### src/rtl/core/psd_pkg.sv
// ----------------------------------------------------------------------------
// psd_pkg: shared definitions for the phase shift pixel decoder
// Widths, register indexes, the arctangent table and the sideband record
// that travels down the pipeline.
// ----------------------------------------------------------------------------
package psd_pkg;

	localparam int PHASE_BITS_DEF = 16;
	localparam int ATAN_N         = 32;
	// CORDIC datapath width: operands are scaled by 2^16 and grow by the CORDIC gain.
	localparam int CORD_W         = 29;
	localparam int SUM_W          = 10;
	localparam int PROD_W         = 18;

	localparam logic [17:0] SQRT3_Q16   = 18'd113512;
	localparam logic [7:0]  LIMIT_RESET = 8'd26;

	// Arctangent of 2^-i in units of 2^-32 turn.
	localparam logic [31:0] ATAN_Q32 [ATAN_N] = '{
		32'd536870912, 32'd316933406, 32'd167458907, 32'd85004756, 32'd42667331,
		32'd21354465, 32'd10679838, 32'd5340245, 32'd2670163, 32'd1335087,
		32'd667544, 32'd333772, 32'd166886, 32'd83443, 32'd41722, 32'd20861,
		32'd10430, 32'd5215, 32'd2608, 32'd1304, 32'd652, 32'd326, 32'd163,
		32'd81, 32'd41, 32'd20, 32'd10, 32'd5, 32'd3, 32'd1, 32'd1, 32'd0
	};

	typedef enum logic [0:0] {
		REG_FOUR_STEP   = 1'b0,
		REG_NOISE_LIMIT = 1'b1
	} psd_reg_t;

	typedef struct packed {
		logic       bg;
		logic       zero;
		logic [7:0] hi;
		logic [7:0] span;
	} psd_side_t;

endpackage

### src/rtl/core/psd_cordic.sv
// ----------------------------------------------------------------------------
// psd_cordic: pipelined vectoring CORDIC
// One micro-rotation per stage; returns the accumulated angle in turns.
// ----------------------------------------------------------------------------
module psd_cordic #(
	parameter int PHASE_BITS = psd_pkg::PHASE_BITS_DEF
) (
	input  logic                              clk,
	input  logic [PHASE_BITS-1:0]             en,
	input  logic signed [psd_pkg::CORD_W-1:0] x_in,
	input  logic signed [psd_pkg::CORD_W-1:0] y_in,
	input  logic signed [PHASE_BITS:0]        ang_in,
	output logic signed [PHASE_BITS:0]        ang_out
);

	localparam int CW = psd_pkg::CORD_W;
	localparam int AW = PHASE_BITS + 1;

	// Table entry rounded half up to PHASE_BITS-1 fractional bits of a turn.
	function automatic logic signed [AW-1:0] step_of(input int i);
		logic [32:0] t;
		t = {1'b0, psd_pkg::ATAN_Q32[i]} + (33'd1 << (32 - PHASE_BITS));
		return $signed(AW'(t >> (33 - PHASE_BITS)));
	endfunction

	logic signed [CW-1:0] x_s [PHASE_BITS];
	logic signed [CW-1:0] y_s [PHASE_BITS];
	logic signed [AW-1:0] a_s [PHASE_BITS];

	logic signed [CW-1:0] xp [PHASE_BITS];
	logic signed [CW-1:0] yp [PHASE_BITS];
	logic signed [AW-1:0] ap [PHASE_BITS];

	always_comb begin
		xp[0] = x_in;
		yp[0] = y_in;
		ap[0] = ang_in;
		for (int i = 1; i < PHASE_BITS; i++) begin
			xp[i] = x_s[i-1];
			yp[i] = y_s[i-1];
			ap[i] = a_s[i-1];
		end
	end

	always_ff @(posedge clk) begin
		for (int i = 0; i < PHASE_BITS; i++) begin
			if (en[i]) begin
				if (yp[i] > 0) begin
					x_s[i] <= xp[i] + (yp[i] >>> i);
					y_s[i] <= yp[i] - (xp[i] >>> i);
					a_s[i] <= ap[i] + step_of(i);
				end else begin
					x_s[i] <= xp[i] - (yp[i] >>> i);
					y_s[i] <= yp[i] + (xp[i] >>> i);
					a_s[i] <= ap[i] - step_of(i);
				end
			end
		end
	end

	assign ang_out = a_s[PHASE_BITS-1];

endmodule

### src/rtl/core/phase_shift_pixel_decode.sv
// ----------------------------------------------------------------------------
// phase_shift_pixel_decode: per-pixel fringe phase decoder
// Background mask, wrapped phase, brightest sample and span for one pixel.
// ----------------------------------------------------------------------------
// Usage:
//   Each request on the s_ channel carries one pixel's intensities from the
//   three (or four) fringe images. Each request on the m_ channel returns the
//   background flag on m_tuser and the wrapped phase, brightest sample and
//   intensity span on m_tdata.
//   The stages, in order: min/max and sums, threshold multiply and operand
//   scaling, quadrant fold, one CORDIC stage per phase bit, then rounding.
//   One pixel is taken every cycle unless the pipe is full and stalled; the
//   CORDIC stage count sets the latency, and nothing in the pipe iterates.
//   Each stage holds its request while the next stage is full and stalled, so
//   empty slots close up when m_tready is low and s_tready drops only when
//   every stage holds a request. Nothing is dropped or repeated.
//   Reset clears the valid bits and sets three-step mode with a noise ratio
//   limit of 26/256. The user must write the configuration registers through
//   cfg_we/cfg_addr/cfg_wdata only while the pipeline is empty; nothing checks it.
// ----------------------------------------------------------------------------
module phase_shift_pixel_decode #(
	parameter int PHASE_BITS = psd_pkg::PHASE_BITS_DEF
) (
	input  logic        clk,
	input  logic        arst_n,
	input  logic        s_tvalid,
	output logic        s_tready,
	input  logic [31:0] s_tdata,   // sample_a, sample_b, sample_c, sample_d
	output logic        m_tvalid,
	input  logic        m_tready,
	output logic [31:0] m_tdata,   // wrapped_phase, brightest, intensity_span
	output logic        m_tuser,   // is_background
	input  logic        cfg_we,
	input  logic [0:0]  cfg_addr,
	input  logic [7:0]  cfg_wdata
);

	localparam int CW = psd_pkg::CORD_W;
	localparam int AW = PHASE_BITS + 1;
	localparam int NS = PHASE_BITS + 4;
	localparam int SH = PHASE_BITS - 16;

	// Configuration registers.
	logic       mode_q;
	logic [7:0] limit_q;

	always_ff @(posedge clk or negedge arst_n) begin
		if (!arst_n) begin
			mode_q  <= 1'b0;
			limit_q <= psd_pkg::LIMIT_RESET;
		end else if (cfg_we) begin
			unique case (psd_pkg::psd_reg_t'(cfg_addr))
				psd_pkg::REG_FOUR_STEP:   mode_q  <= cfg_wdata[0];
				psd_pkg::REG_NOISE_LIMIT: limit_q <= cfg_wdata;
				default: ;
			endcase
		end
	end

	// Pipeline control. A stage may load when the output is taken or some
	// stage at or after it is empty, which lets bubbles collapse under a stall.
	logic [NS-1:0] vld_q;
	logic [NS-1:0] en;
	logic [NS-1:0] vld_in;

	always_comb begin
		for (int k = 0; k < NS; k++) begin
			en[k] = m_tready | !(&(vld_q | ((NS'(1) << k) - NS'(1))));
		end
	end

	assign vld_in = {vld_q[NS-2:0], s_tvalid};

	always_ff @(posedge clk or negedge arst_n) begin
		if (!arst_n) begin
			vld_q <= '0;
		end else begin
			for (int k = 0; k < NS; k++) begin
				if (en[k]) vld_q[k] <= vld_in[k];
			end
		end
	end

	assign s_tready = en[0];
	assign m_tvalid = vld_q[NS-1];

	// Stage 1: extremes, span, sum and the raw phase operands.
	logic [7:0] sa, sb, sc, sd;
	logic [7:0] hi3, lo3, hi, lo;
	logic signed [10:0] xr;
	logic signed [8:0]  yr;

	assign sa = s_tdata[7:0];
	assign sb = s_tdata[15:8];
	assign sc = s_tdata[23:16];
	assign sd = s_tdata[31:24];

	always_comb begin
		hi3 = (sa > sb) ? sa : sb;
		hi3 = (sc > hi3) ? sc : hi3;
		lo3 = (sa < sb) ? sa : sb;
		lo3 = (sc < lo3) ? sc : lo3;
		if (mode_q) begin
			hi = (sd > hi3) ? sd : hi3;
			lo = (sd < lo3) ? sd : lo3;
			xr = $signed({3'b000, sa}) - $signed({3'b000, sc});
			yr = $signed({1'b0, sd}) - $signed({1'b0, sb});
		end else begin
			hi = hi3;
			lo = lo3;
			xr = $signed({2'b00, sb, 1'b0}) - $signed({3'b000, sa}) - $signed({3'b000, sc});
			yr = $signed({1'b0, sa}) - $signed({1'b0, sc});
		end
	end

	logic [7:0]                hi_s1, span_s1;
	logic [psd_pkg::SUM_W-1:0] sum_s1;
	logic signed [10:0]        x_s1;
	logic signed [8:0]         y_s1;

	always_ff @(posedge clk) begin
		if (en[0]) begin
			hi_s1   <= hi;
			span_s1 <= hi - lo;
			sum_s1  <= psd_pkg::SUM_W'(sa) + psd_pkg::SUM_W'(sb) + psd_pkg::SUM_W'(sc);
			x_s1    <= xr;
			y_s1    <= yr;
		end
	end

	// Stage 2: background threshold and scaling of the CORDIC operands.
	logic [psd_pkg::PROD_W-1:0] thr;
	logic signed [27:0]         y_sqrt3;

	assign thr     = psd_pkg::PROD_W'(limit_q) * psd_pkg::PROD_W'(sum_s1);
	assign y_sqrt3 = $signed(y_s1) * $signed({1'b0, psd_pkg::SQRT3_Q16});

	logic [7:0]           hi_s2, span_s2;
	logic                 bg_s2, zero_s2;
	logic signed [CW-1:0] x_s2, y_s2;

	always_ff @(posedge clk) begin
		if (en[1]) begin
			hi_s2   <= hi_s1;
			span_s2 <= span_s1;
			bg_s2   <= {span_s1, 8'h00} < thr;
			zero_s2 <= (x_s1 == '0) && (y_s1 == '0);
			x_s2    <= {{(CW-27){x_s1[10]}}, x_s1, 16'h0000};
			y_s2    <= mode_q ? {{(CW-25){y_s1[8]}}, y_s1, 16'h0000} : CW'(y_sqrt3);
		end
	end

	// Stage 3: fold the left half plane onto the right by a quarter turn.
	localparam logic signed [AW-1:0] QUARTER = $signed(AW'(1) << (PHASE_BITS - 3));

	psd_pkg::psd_side_t   side_s3;
	logic signed [CW-1:0] x_s3, y_s3;
	logic signed [AW-1:0] a_s3;

	always_ff @(posedge clk) begin
		if (en[2]) begin
			side_s3 <= '{bg: bg_s2, zero: zero_s2, hi: hi_s2, span: span_s2};
			if (x_s2 < 0) begin
				if (y_s2 >= 0) begin
					x_s3 <= y_s2;
					y_s3 <= -x_s2;
					a_s3 <= QUARTER;
				end else begin
					x_s3 <= -y_s2;
					y_s3 <= x_s2;
					a_s3 <= -QUARTER;
				end
			end else begin
				x_s3 <= x_s2;
				y_s3 <= y_s2;
				a_s3 <= '0;
			end
		end
	end

	// CORDIC stages, with the sideband record carried alongside.
	logic signed [AW-1:0] ang;
	psd_pkg::psd_side_t   side_s [PHASE_BITS];

	psd_cordic #(
		.PHASE_BITS (PHASE_BITS)
	) u_cordic (
		.clk     (clk),
		.en      (en[3 +: PHASE_BITS]),
		.x_in    (x_s3),
		.y_in    (y_s3),
		.ang_in  (a_s3),
		.ang_out (ang)
	);

	always_ff @(posedge clk) begin
		for (int i = 0; i < PHASE_BITS; i++) begin
			if (en[3+i]) side_s[i] <= (i == 0) ? side_s3 : side_s[(i == 0) ? 0 : i-1];
		end
	end

	// Output stage: round the angle to Q0.15 turns, zero the phase of masked or zero-operand pixels.
	logic [15:0] phase_rnd;

	if (SH > 0) begin : g_round
		logic signed [AW-1:0] biased;
		assign biased    = ang + $signed(AW'(1) << (SH - 1));
		assign phase_rnd = 16'(biased >>> SH);
	end else if (SH < 0) begin : g_widen
		assign phase_rnd = 16'(ang) << (-SH);
	end else begin : g_same
		assign phase_rnd = 16'(ang);
	end

	psd_pkg::psd_side_t side_o;
	logic [15:0]        phase_q;
	logic [7:0]         bright_q, span_q;
	logic               bg_q;

	assign side_o = side_s[PHASE_BITS-1];

	always_ff @(posedge clk) begin
		if (en[NS-1]) begin
			phase_q  <= (side_o.bg || side_o.zero) ? 16'h0000 : phase_rnd;
			bright_q <= side_o.hi;
			span_q   <= side_o.span;
			bg_q     <= side_o.bg;
		end
	end

	assign m_tdata = {span_q, bright_q, phase_q};
	assign m_tuser = bg_q;

	// Checks.
	a_bg_phase_zero: assert property (@(posedge clk) disable iff (!arst_n)
		m_tvalid && m_tuser |-> m_tdata[15:0] == 16'h0000)
		else $error("background pixel with nonzero phase");

	a_phase_range: assert property (@(posedge clk) disable iff (!arst_n)
		m_tvalid |-> ($signed(m_tdata[15:0]) >= -16384) && ($signed(m_tdata[15:0]) <= 16384))
		else $error("wrapped phase outside half a turn");

	a_span_le_bright: assert property (@(posedge clk) disable iff (!arst_n)
		m_tvalid |-> m_tdata[31:24] <= m_tdata[23:16])
		else $error("span exceeds brightest sample");

	a_ready_when_drained: assert property (@(posedge clk) disable iff (!arst_n)
		(!m_tvalid || m_tready) |-> s_tready)
		else $error("input stalled while output is free");

endmodule
### config.mk
export PLATFORM = sky130hd
export DESIGN_NAME = phase_shift_pixel_decode
export DESIGN_NICKNAME = d
export VERILOG_FILES = /design/src/rtl/core/psd_pkg.sv /design/src/rtl/core/psd_cordic.sv /design/src/rtl/core/phase_shift_pixel_decode.sv
export SDC_FILE = /design/constraint.sdc
export NUM_CORES = 2
export LEC_CHECK = 0
export CAP_MARGIN = 0
export CORE_ASPECT_RATIO = 1.1
export CORE_UTILIZATION = 35
export DETAILED_ROUTE_END_ITERATION = 16
export DONT_BUFFER_PORTS = 1
export PLACE_DENSITY = 0.6
export SLEW_MARGIN = 30
export SYNTH_ARGS = -nofsm -noshare
export SYNTH_HDL_FRONTEND = slang
export SYNTH_SLANG_ARGS = --single-unit
### constraint.sdc
create_clock -name clk -period 11.9 [get_ports clk]
set_clock_uncertainty 0.05 [all_clocks]
set_input_delay 1.785 -clock clk [delete_from_list [all_inputs] [get_ports clk]]
set_output_delay 1.785 -clock clk [all_outputs]
set_load 0.05 [all_outputs]
==> Yosys cells after proc, flatten, opt, wreduce, memory -nomap -nowiden <==
Memories as Yosys holds them, arrays and structs flattened. A register that Yosys moved wholly into a read port is not among the register bits.
Cells that the tools add are included.
W data, S select, Z words.
{ "totals": {"memories": 4, "output_inout_bits": 35, "inputBits": 46, "word_cells": 483, "ram_bits": 1488, "ff_bits": 243} }
{ "memory_table": {"columns": ["memory", "words", "word_bits", "read_ports", "rd_clocked_by_memory_dff", "write_ports", "line_no", "text"], "rows": [
  ["u_cordic.x_s", 16, 29, 15, 0, 16, "psd_cordic.sv:26", "logic signed [CW-1:0] x_s [PHASE_BITS];"],
  ["u_cordic.y_s", 16, 29, 15, 0, 16, "psd_cordic.sv:27", "logic signed [CW-1:0] y_s [PHASE_BITS];"],
  ["side_s", 16, 18, 16, 0, 16, "phase_shift_pixel_decode.sv:183", "psd_pkg::psd_side_t side_s [PHASE_BITS];"],
  ["u_cordic.a_s", 16, 17, 16, 1, 16, "psd_cordic.sv:28", "logic signed [AW-1:0] a_s [PHASE_BITS];"]
]} }
{ "classes": {"n_reduce_logical": 45, "n_bitwise": 69, "mux": 192, "addsub": 101, "magnitude_cmp": 25, "mul": 2} }
{ "op_table": {"columns": ["operator", "count"], "rows": [
  ["$mux W29", 37],
  ["$gt A29 B1 Y1 const B", 16],
  ["$mux W17", 17],
  ["$mux W1", 128],
  ["$or A1 B1 Y1", 68],
  ["$mux W8", 8],
  ["$add A29 B14 Y29", 2],
  ["$add A29 B15 Y29", 2],
  ["$add A29 B16 Y29", 2],
  ["$add A29 B17 Y29", 2],
  ["$add A29 B18 Y29", 2],
  ["$add A29 B19 Y29", 2],
  ["$add A29 B20 Y29", 2],
  ["$add A29 B21 Y29", 2],
  ["$add A29 B22 Y29", 2],
  ["$add A29 B23 Y29", 2],
  ["$add A29 B24 Y29", 2],
  ["$add A29 B25 Y29", 2],
  ["$add A29 B26 Y29", 2],
  ["$add A29 B27 Y29", 2],
  ["$add A29 B28 Y29", 2],
  ["$sub A29 B14 Y29", 2],
  ["$sub A29 B15 Y29", 2],
  ["$sub A29 B16 Y29", 2],
  ["82 further kinds", 124]
]} }

==> Depth between registers and ports, before layout <==
{ "depth": {"ltp_word": 8, "ltp_mapped": 41, "ltp_nobuf": 38} }

==> Hierarchy <==
From an unflattened synthesis, not the netlist that was laid out.
{ "hier_totals": {"cells_unflattened": 10968, "hier_area_um2": 111077.8} }
{ "modules_own_cells": {"columns": ["module", "seq_area_each_um2", "n_inst", "cells_per_inst", "area_per_inst_um2"], "rows": [
  ["psd_cordic", 29548.3, 1, 9092, 85256.8],
  ["phase_shift_pixel_decode", 15503.6, 1, 1876, 25821.0]
]} }

==> Worst setup path after synthesis <==
No wires, ideal clock.
{ "synth_timing": {"path_type": "input to register", "start": "input port m_tready", "end": "memory u_cordic.x_s[0][57] in the netlist's numbering, data pin", "setup_slack_ps": -995, "required_time_ps": 11590, "path_stages": 23, "setup_time_ps": 260, "t_arrival_ps": 12586, "path_buffers": 1, "path_cell_list": "and3b_1 -> and3_1 -> and2_1 -> inv_1 -> or3_1 -> clkbuf_1 -> nor2_1 -> inv_1 -> o21ai_1 -> inv_1 -> nor2_1 -> xnor2_1 -> ha_1 -> o21a_1 -> nor4_1 -> nor3_1 -> o31ai_1 -> o31ai_1 -> a41o_1 -> or4_1 -> a31o_2 -> a21oi_1 -> xnor2_1"} }
{ "synth_lines": {"columns": ["element", "line_no", "text"], "rows": [
  ["start, declared", "phase_shift_pixel_decode.sv:30", "input logic m_tready,"],
  ["end, declared", "psd_cordic.sv:26", null]
]} }

==> Worst setup path in the final report <==
{ "layout_timing": {"start": "input port s_tdata[15]", "end": "register span_s1[7], data pin"} }
{ "layout_via": {"elab_chain_cells": 8, "word_cells_on_any_way": 15, "cone_classes": "add/sub: 1; order compare: 6; mux: 8"} }
{ "layout_rtl": {"columns": ["element", "line_no", "text"], "rows": [
  ["start, declared", "phase_shift_pixel_decode.sv:28", "input logic [31:0] s_tdata,"],
  ["$gt A8 B8 Y1 / $lt A8 B8 Y1 (equally long branches)", "phase_shift_pixel_decode.sv:99, phase_shift_pixel_decode.sv:101", null],
  ["$mux W8, on equally long branches", "phase_shift_pixel_decode.sv:99, phase_shift_pixel_decode.sv:101", null],
  ["$gt A8 B8 Y1 / $lt A8 B8 Y1 (equally long branches)", "phase_shift_pixel_decode.sv:100, phase_shift_pixel_decode.sv:102", null],
  ["$mux W8, on equally long branches", "phase_shift_pixel_decode.sv:100, phase_shift_pixel_decode.sv:102", null],
  ["$gt A8 B8 Y1 / $lt A8 B8 Y1 (equally long branches)", "phase_shift_pixel_decode.sv:104, phase_shift_pixel_decode.sv:105", null],
  ["$mux W8, on equally long branches", "phase_shift_pixel_decode.sv:104, phase_shift_pixel_decode.sv:105", null],
  ["$mux W8", "phase_shift_pixel_decode.sv:103", "if (mode_q) begin"],
  ["$sub A8 B8 Y8 *", "phase_shift_pixel_decode.sv:124", "span_s1 <= hi - lo;"],
  ["end signal, assigned", "phase_shift_pixel_decode.sv:124", null],
  ["end, declared", "phase_shift_pixel_decode.sv:116", "logic [7:0] hi_s1, span_s1;"]
]} }
Every way passes the cells marked *; elsewhere a longest branch is shown, timed or not.
A chain may end at the register's enable or synchronous reset.

==> flow_metrics.py <==
metrics = {
    "floorplanning": {
        "fp.dieW_microns": 521,
        "die_area_sq_um": 298000,
        "start_util": 0.352,
        "io_pins": 81,
        "die_height_microns": 572,
        "core_region_area_sq_um": 294000,
        "rows": 209,
    },
    "setup_path": {
        "cp_top_family": "compound AO/OA/AOI/OAI gates",
        "path_max_fanout": 13,
        "worstReg2RegEnd": "u_cordic.x_s[0][57]$_DFFE_PP_",
        "rr_worst_depth": 23,
        "worstSetupStartpointType": "input pin",
        "crit_path_end_kind": "flip-flop",
        "cp.depth": 35,
        "path_buf_inv": 2,
        "r2r_setup_slack_ns": 3.54,
        "cp.arrival_ns": 9.03,
        "crit_type": "in2reg",
        "crit_path_end": "span_s1[7]$_DFFE_PP_",
        "r2r_start": "vld_q[19]$_DFFE_PN0P_",
        "critPathSlowestCell": "nor2_1",
        "cp-startpoint": "s_tdata[15]",
        "cpPeakStageDelay_ns": 0.74,
        "worstPathRequired_ns": 12.43,
    },
    "yosys": {
        "synth.largest_area_cell": "edfxtp_1",
        "yosysSeqAreaShare": 0.415,
        "synthesis.area_sq_um": 104000,
        "ys_types": 91,
        "synth-edff-count": 1408,
        "ys_seq_elements": 1437,
        "synth_top_area_share": 0.408,
        "ys.flop_type": "edfxtp_1",
        "yosysWarnings": 0,
        "syn_inst": 9978,
        "synthArstFlopShare": 0.0202,
        "yosys-top-cells-area": "edfxtp_1 (41%), ha_1 (13%), xnor2_1 (7.2%), a21oi_1 (3.6%), xor2_1 (3.5%)",
        "synth.avg_cell_area_sq_um": 10.4,
    },
    "clock_tree": {
        "cts_hold_buf": 0,
        "post_cts_resized": 0,
        "clock_latency_ns": 0.89,
        "cts_made_buffers": 172,
        "clock_sinks": 1437,
        "cts_setup_buffers": 0,
        "htree_levels": 4,
        "root_buffer": "clkbuf_16",
        "clkSlewWorstSetupHoldPaths_ns": 0.06,
        "tritoncts": "built",
        "clk_path_buf_depth": 4,
    },
    "placed_design": {
        "globalplace.congestion": 0.922,
        "dpl_worst_slack_ns": 2.51,
        "hpwl_mm": 222,
        "io_buffers": 0,
    },
    "status": {
        "status": "complete, no violations",
    },
    "route": {
        "via_per_inst": 5.37,
        "drt_wl_total_mm": 277,
        "drc": 0,
        "via_count": 75600,
        "route.antenna.remaining_nets": 0,
        "wl_per_cell_microns": 19.7,
        "drtPass1Iterations": 6,
        "drt-initial-drc-count": 4848,
    },
    "sta": {
        "fin_crit_ns": 8.50,
        "fin_crit_sh": 0.714,
        "finalSetupViolCount": 0,
        "slew_headroom": 0.351,
        "tightest_slew_ns": 0.966,
        "fin_ws_ns": 3.40,
        "max_freq_mhz": 118,
        "drv_slew": 0,
        "rsz0062_at_grt": "false",
        "hold_viol": 0,
        "fin_tns_setup_ns": 0,
        "fin_hold_ws_ns": 0.351,
    },
    "run": {
        "maxCapViolCount": 0,
    },
    "grt": {
        "grt_pass1_wl_mm": 425,
        "antenna_found_initial": 13,
        "grt_max_degree": 81,
        "grt_overflow": 0,
        "grtUsageTotal": 0.181,
        "first_global_vias": 73900,
    },
    "final_layout": {
        "final_nets": 11300,
        "drive_above_1_share": 0.0458,
        "syn_to_final_growth_pct": 10.1,
    },
    "min_path": {
        "hold_path_class": "reg2reg",
    },
}
per-layer routing:
| layer | global-route usage | vias up | share of wire |
|---|---|---|---|
| met2 | 0.328 | 1683 | 0.50 |
| met5 | 0 | - | 0.000097 |
| met3 | 0.0220 | 453 | 0.043 |
| li1 | - | 36900 | - |
| met4 | 0.0658 | 4 | 0.038 |
| met1 | 0.218 | 36600 | 0.42 |
cells in the final DEF (no fill, tap or decap), types with 26 or more instances in the layout:
master / instances
or4_1: 66
clkbuf_1: 32
a31o_2: 26
or2_2: 45
mux2i_1: 53
nor2_1: 748
a21oi_1: 752
o41ai_1: 74
and2_1: 99
o31ai_1: 154
xor2_1: 416
nor2b_1: 124
clkinv_2: 29
o21bai_1: 127
fa_1: 136
clkinv_1: 26
o21ai_0: 597
ha_1: 1095
mux2_2: 30
a211oi_1: 82
o21a_1: 130
xnor2_1: 857
a21o_1: 307
clkbuf_16: 172
nand3_1: 154
a31oi_1: 48
or3_1: 82
edfxtp_1: 1408
nand2b_1: 135
nor4_1: 89
and3_1: 92
o211ai_1: 26
inv_1: 599
nand2_1: 574
nor3_1: 228
buf_4: 43
a21boi_0: 51
nand4_1: 46
how the worst min path moves through the flow:
stage	from	to	cells after the start
6_report	side_s[1][26]$_DFFE_PP_	side_s[1][44]$_DFFE_PP_	0
5_1_grt	side_s[1][26]$_DFFE_PP_	side_s[1][44]$_DFFE_PP_	0
4_1_cts	side_s[1][26]$_DFFE_PP_	side_s[1][44]$_DFFE_PP_	0
3_5_place_dp	hi_s1[2]$_DFFE_PP_	hi_s2[2]$_DFFE_PP_	0
3_3_place_gp	side_s[1][118]$_DFFE_PP_	side_s[1][136]$_DFFE_PP_	0
2_1_floorplan	side_s[1][134]$_DFFE_PP_	bright_q[0]$_DFFE_PP_	0
cell usage after synthesis (99+ instances only):
library cell  count
nor2_1          748
o21bai_1        127
nand2_1         578
o21a_1          130
a21o_1          307
xnor2_1         857
o31ai_1         154
xor2_1          416
nor3_1          228
clkbuf_1        127
edfxtp_1       1408
nand3_1         157
fa_1            136
ha_1           1095
inv_1           607
and2_1           99
nor2b_1         124
a21oi_1         752
nand2b_1        136
o21ai_0         597
flip-flops by register name (all words and copies together) (netlist names), 18 cells and up:
name	count
side_s	288
u_cordic.a_s	217
side_s3	18
y_s2	24
u_cordic.y_s	369
y_s3	26
u_cordic.x_s	331
x_s3	26
vld_q	20
metrics by stage:
stage	std cells	cell area [sq um]	util
after floorplan	9980	104000	-
after global placement	13800	108000	0.368
after CTS	14100	114000	0.387
after detailed placement	13800	108000	0.368
final	14100	114000	0.387
after global routing	14100	114000	0.387
logic make-up after synthesis:
group                    count (synthesis)  synth area share
flip-flops                            1437             0.415
buffers and inverters                  768            0.0282
adder cells (fa/ha/maj)               1231             0.159
other                                    1         0.0000362
XOR/XNOR                              1274             0.108
AO/OA/AOI/OAI                         2613             0.160
AND/OR/NAND/NOR                       2570             0.121
multiplexers                            84           0.00860
final cells by class:
class                           count  area [sq um]
Sequential cell                  1437         43000
Antenna cell                        2          5.00
Fill cell                       28700        180000
Clock inverter                    100          1190
Tap cell                         3903          4880
Multi-Input combinational cell   7775         57800
Inverter                          615          2320
Timing Repair Buffer               45           345
Clock buffer                      207          4470
Power is not shown: default switching activity piles up to over one toggle a cycle in this logic, so the estimate is an artifact.
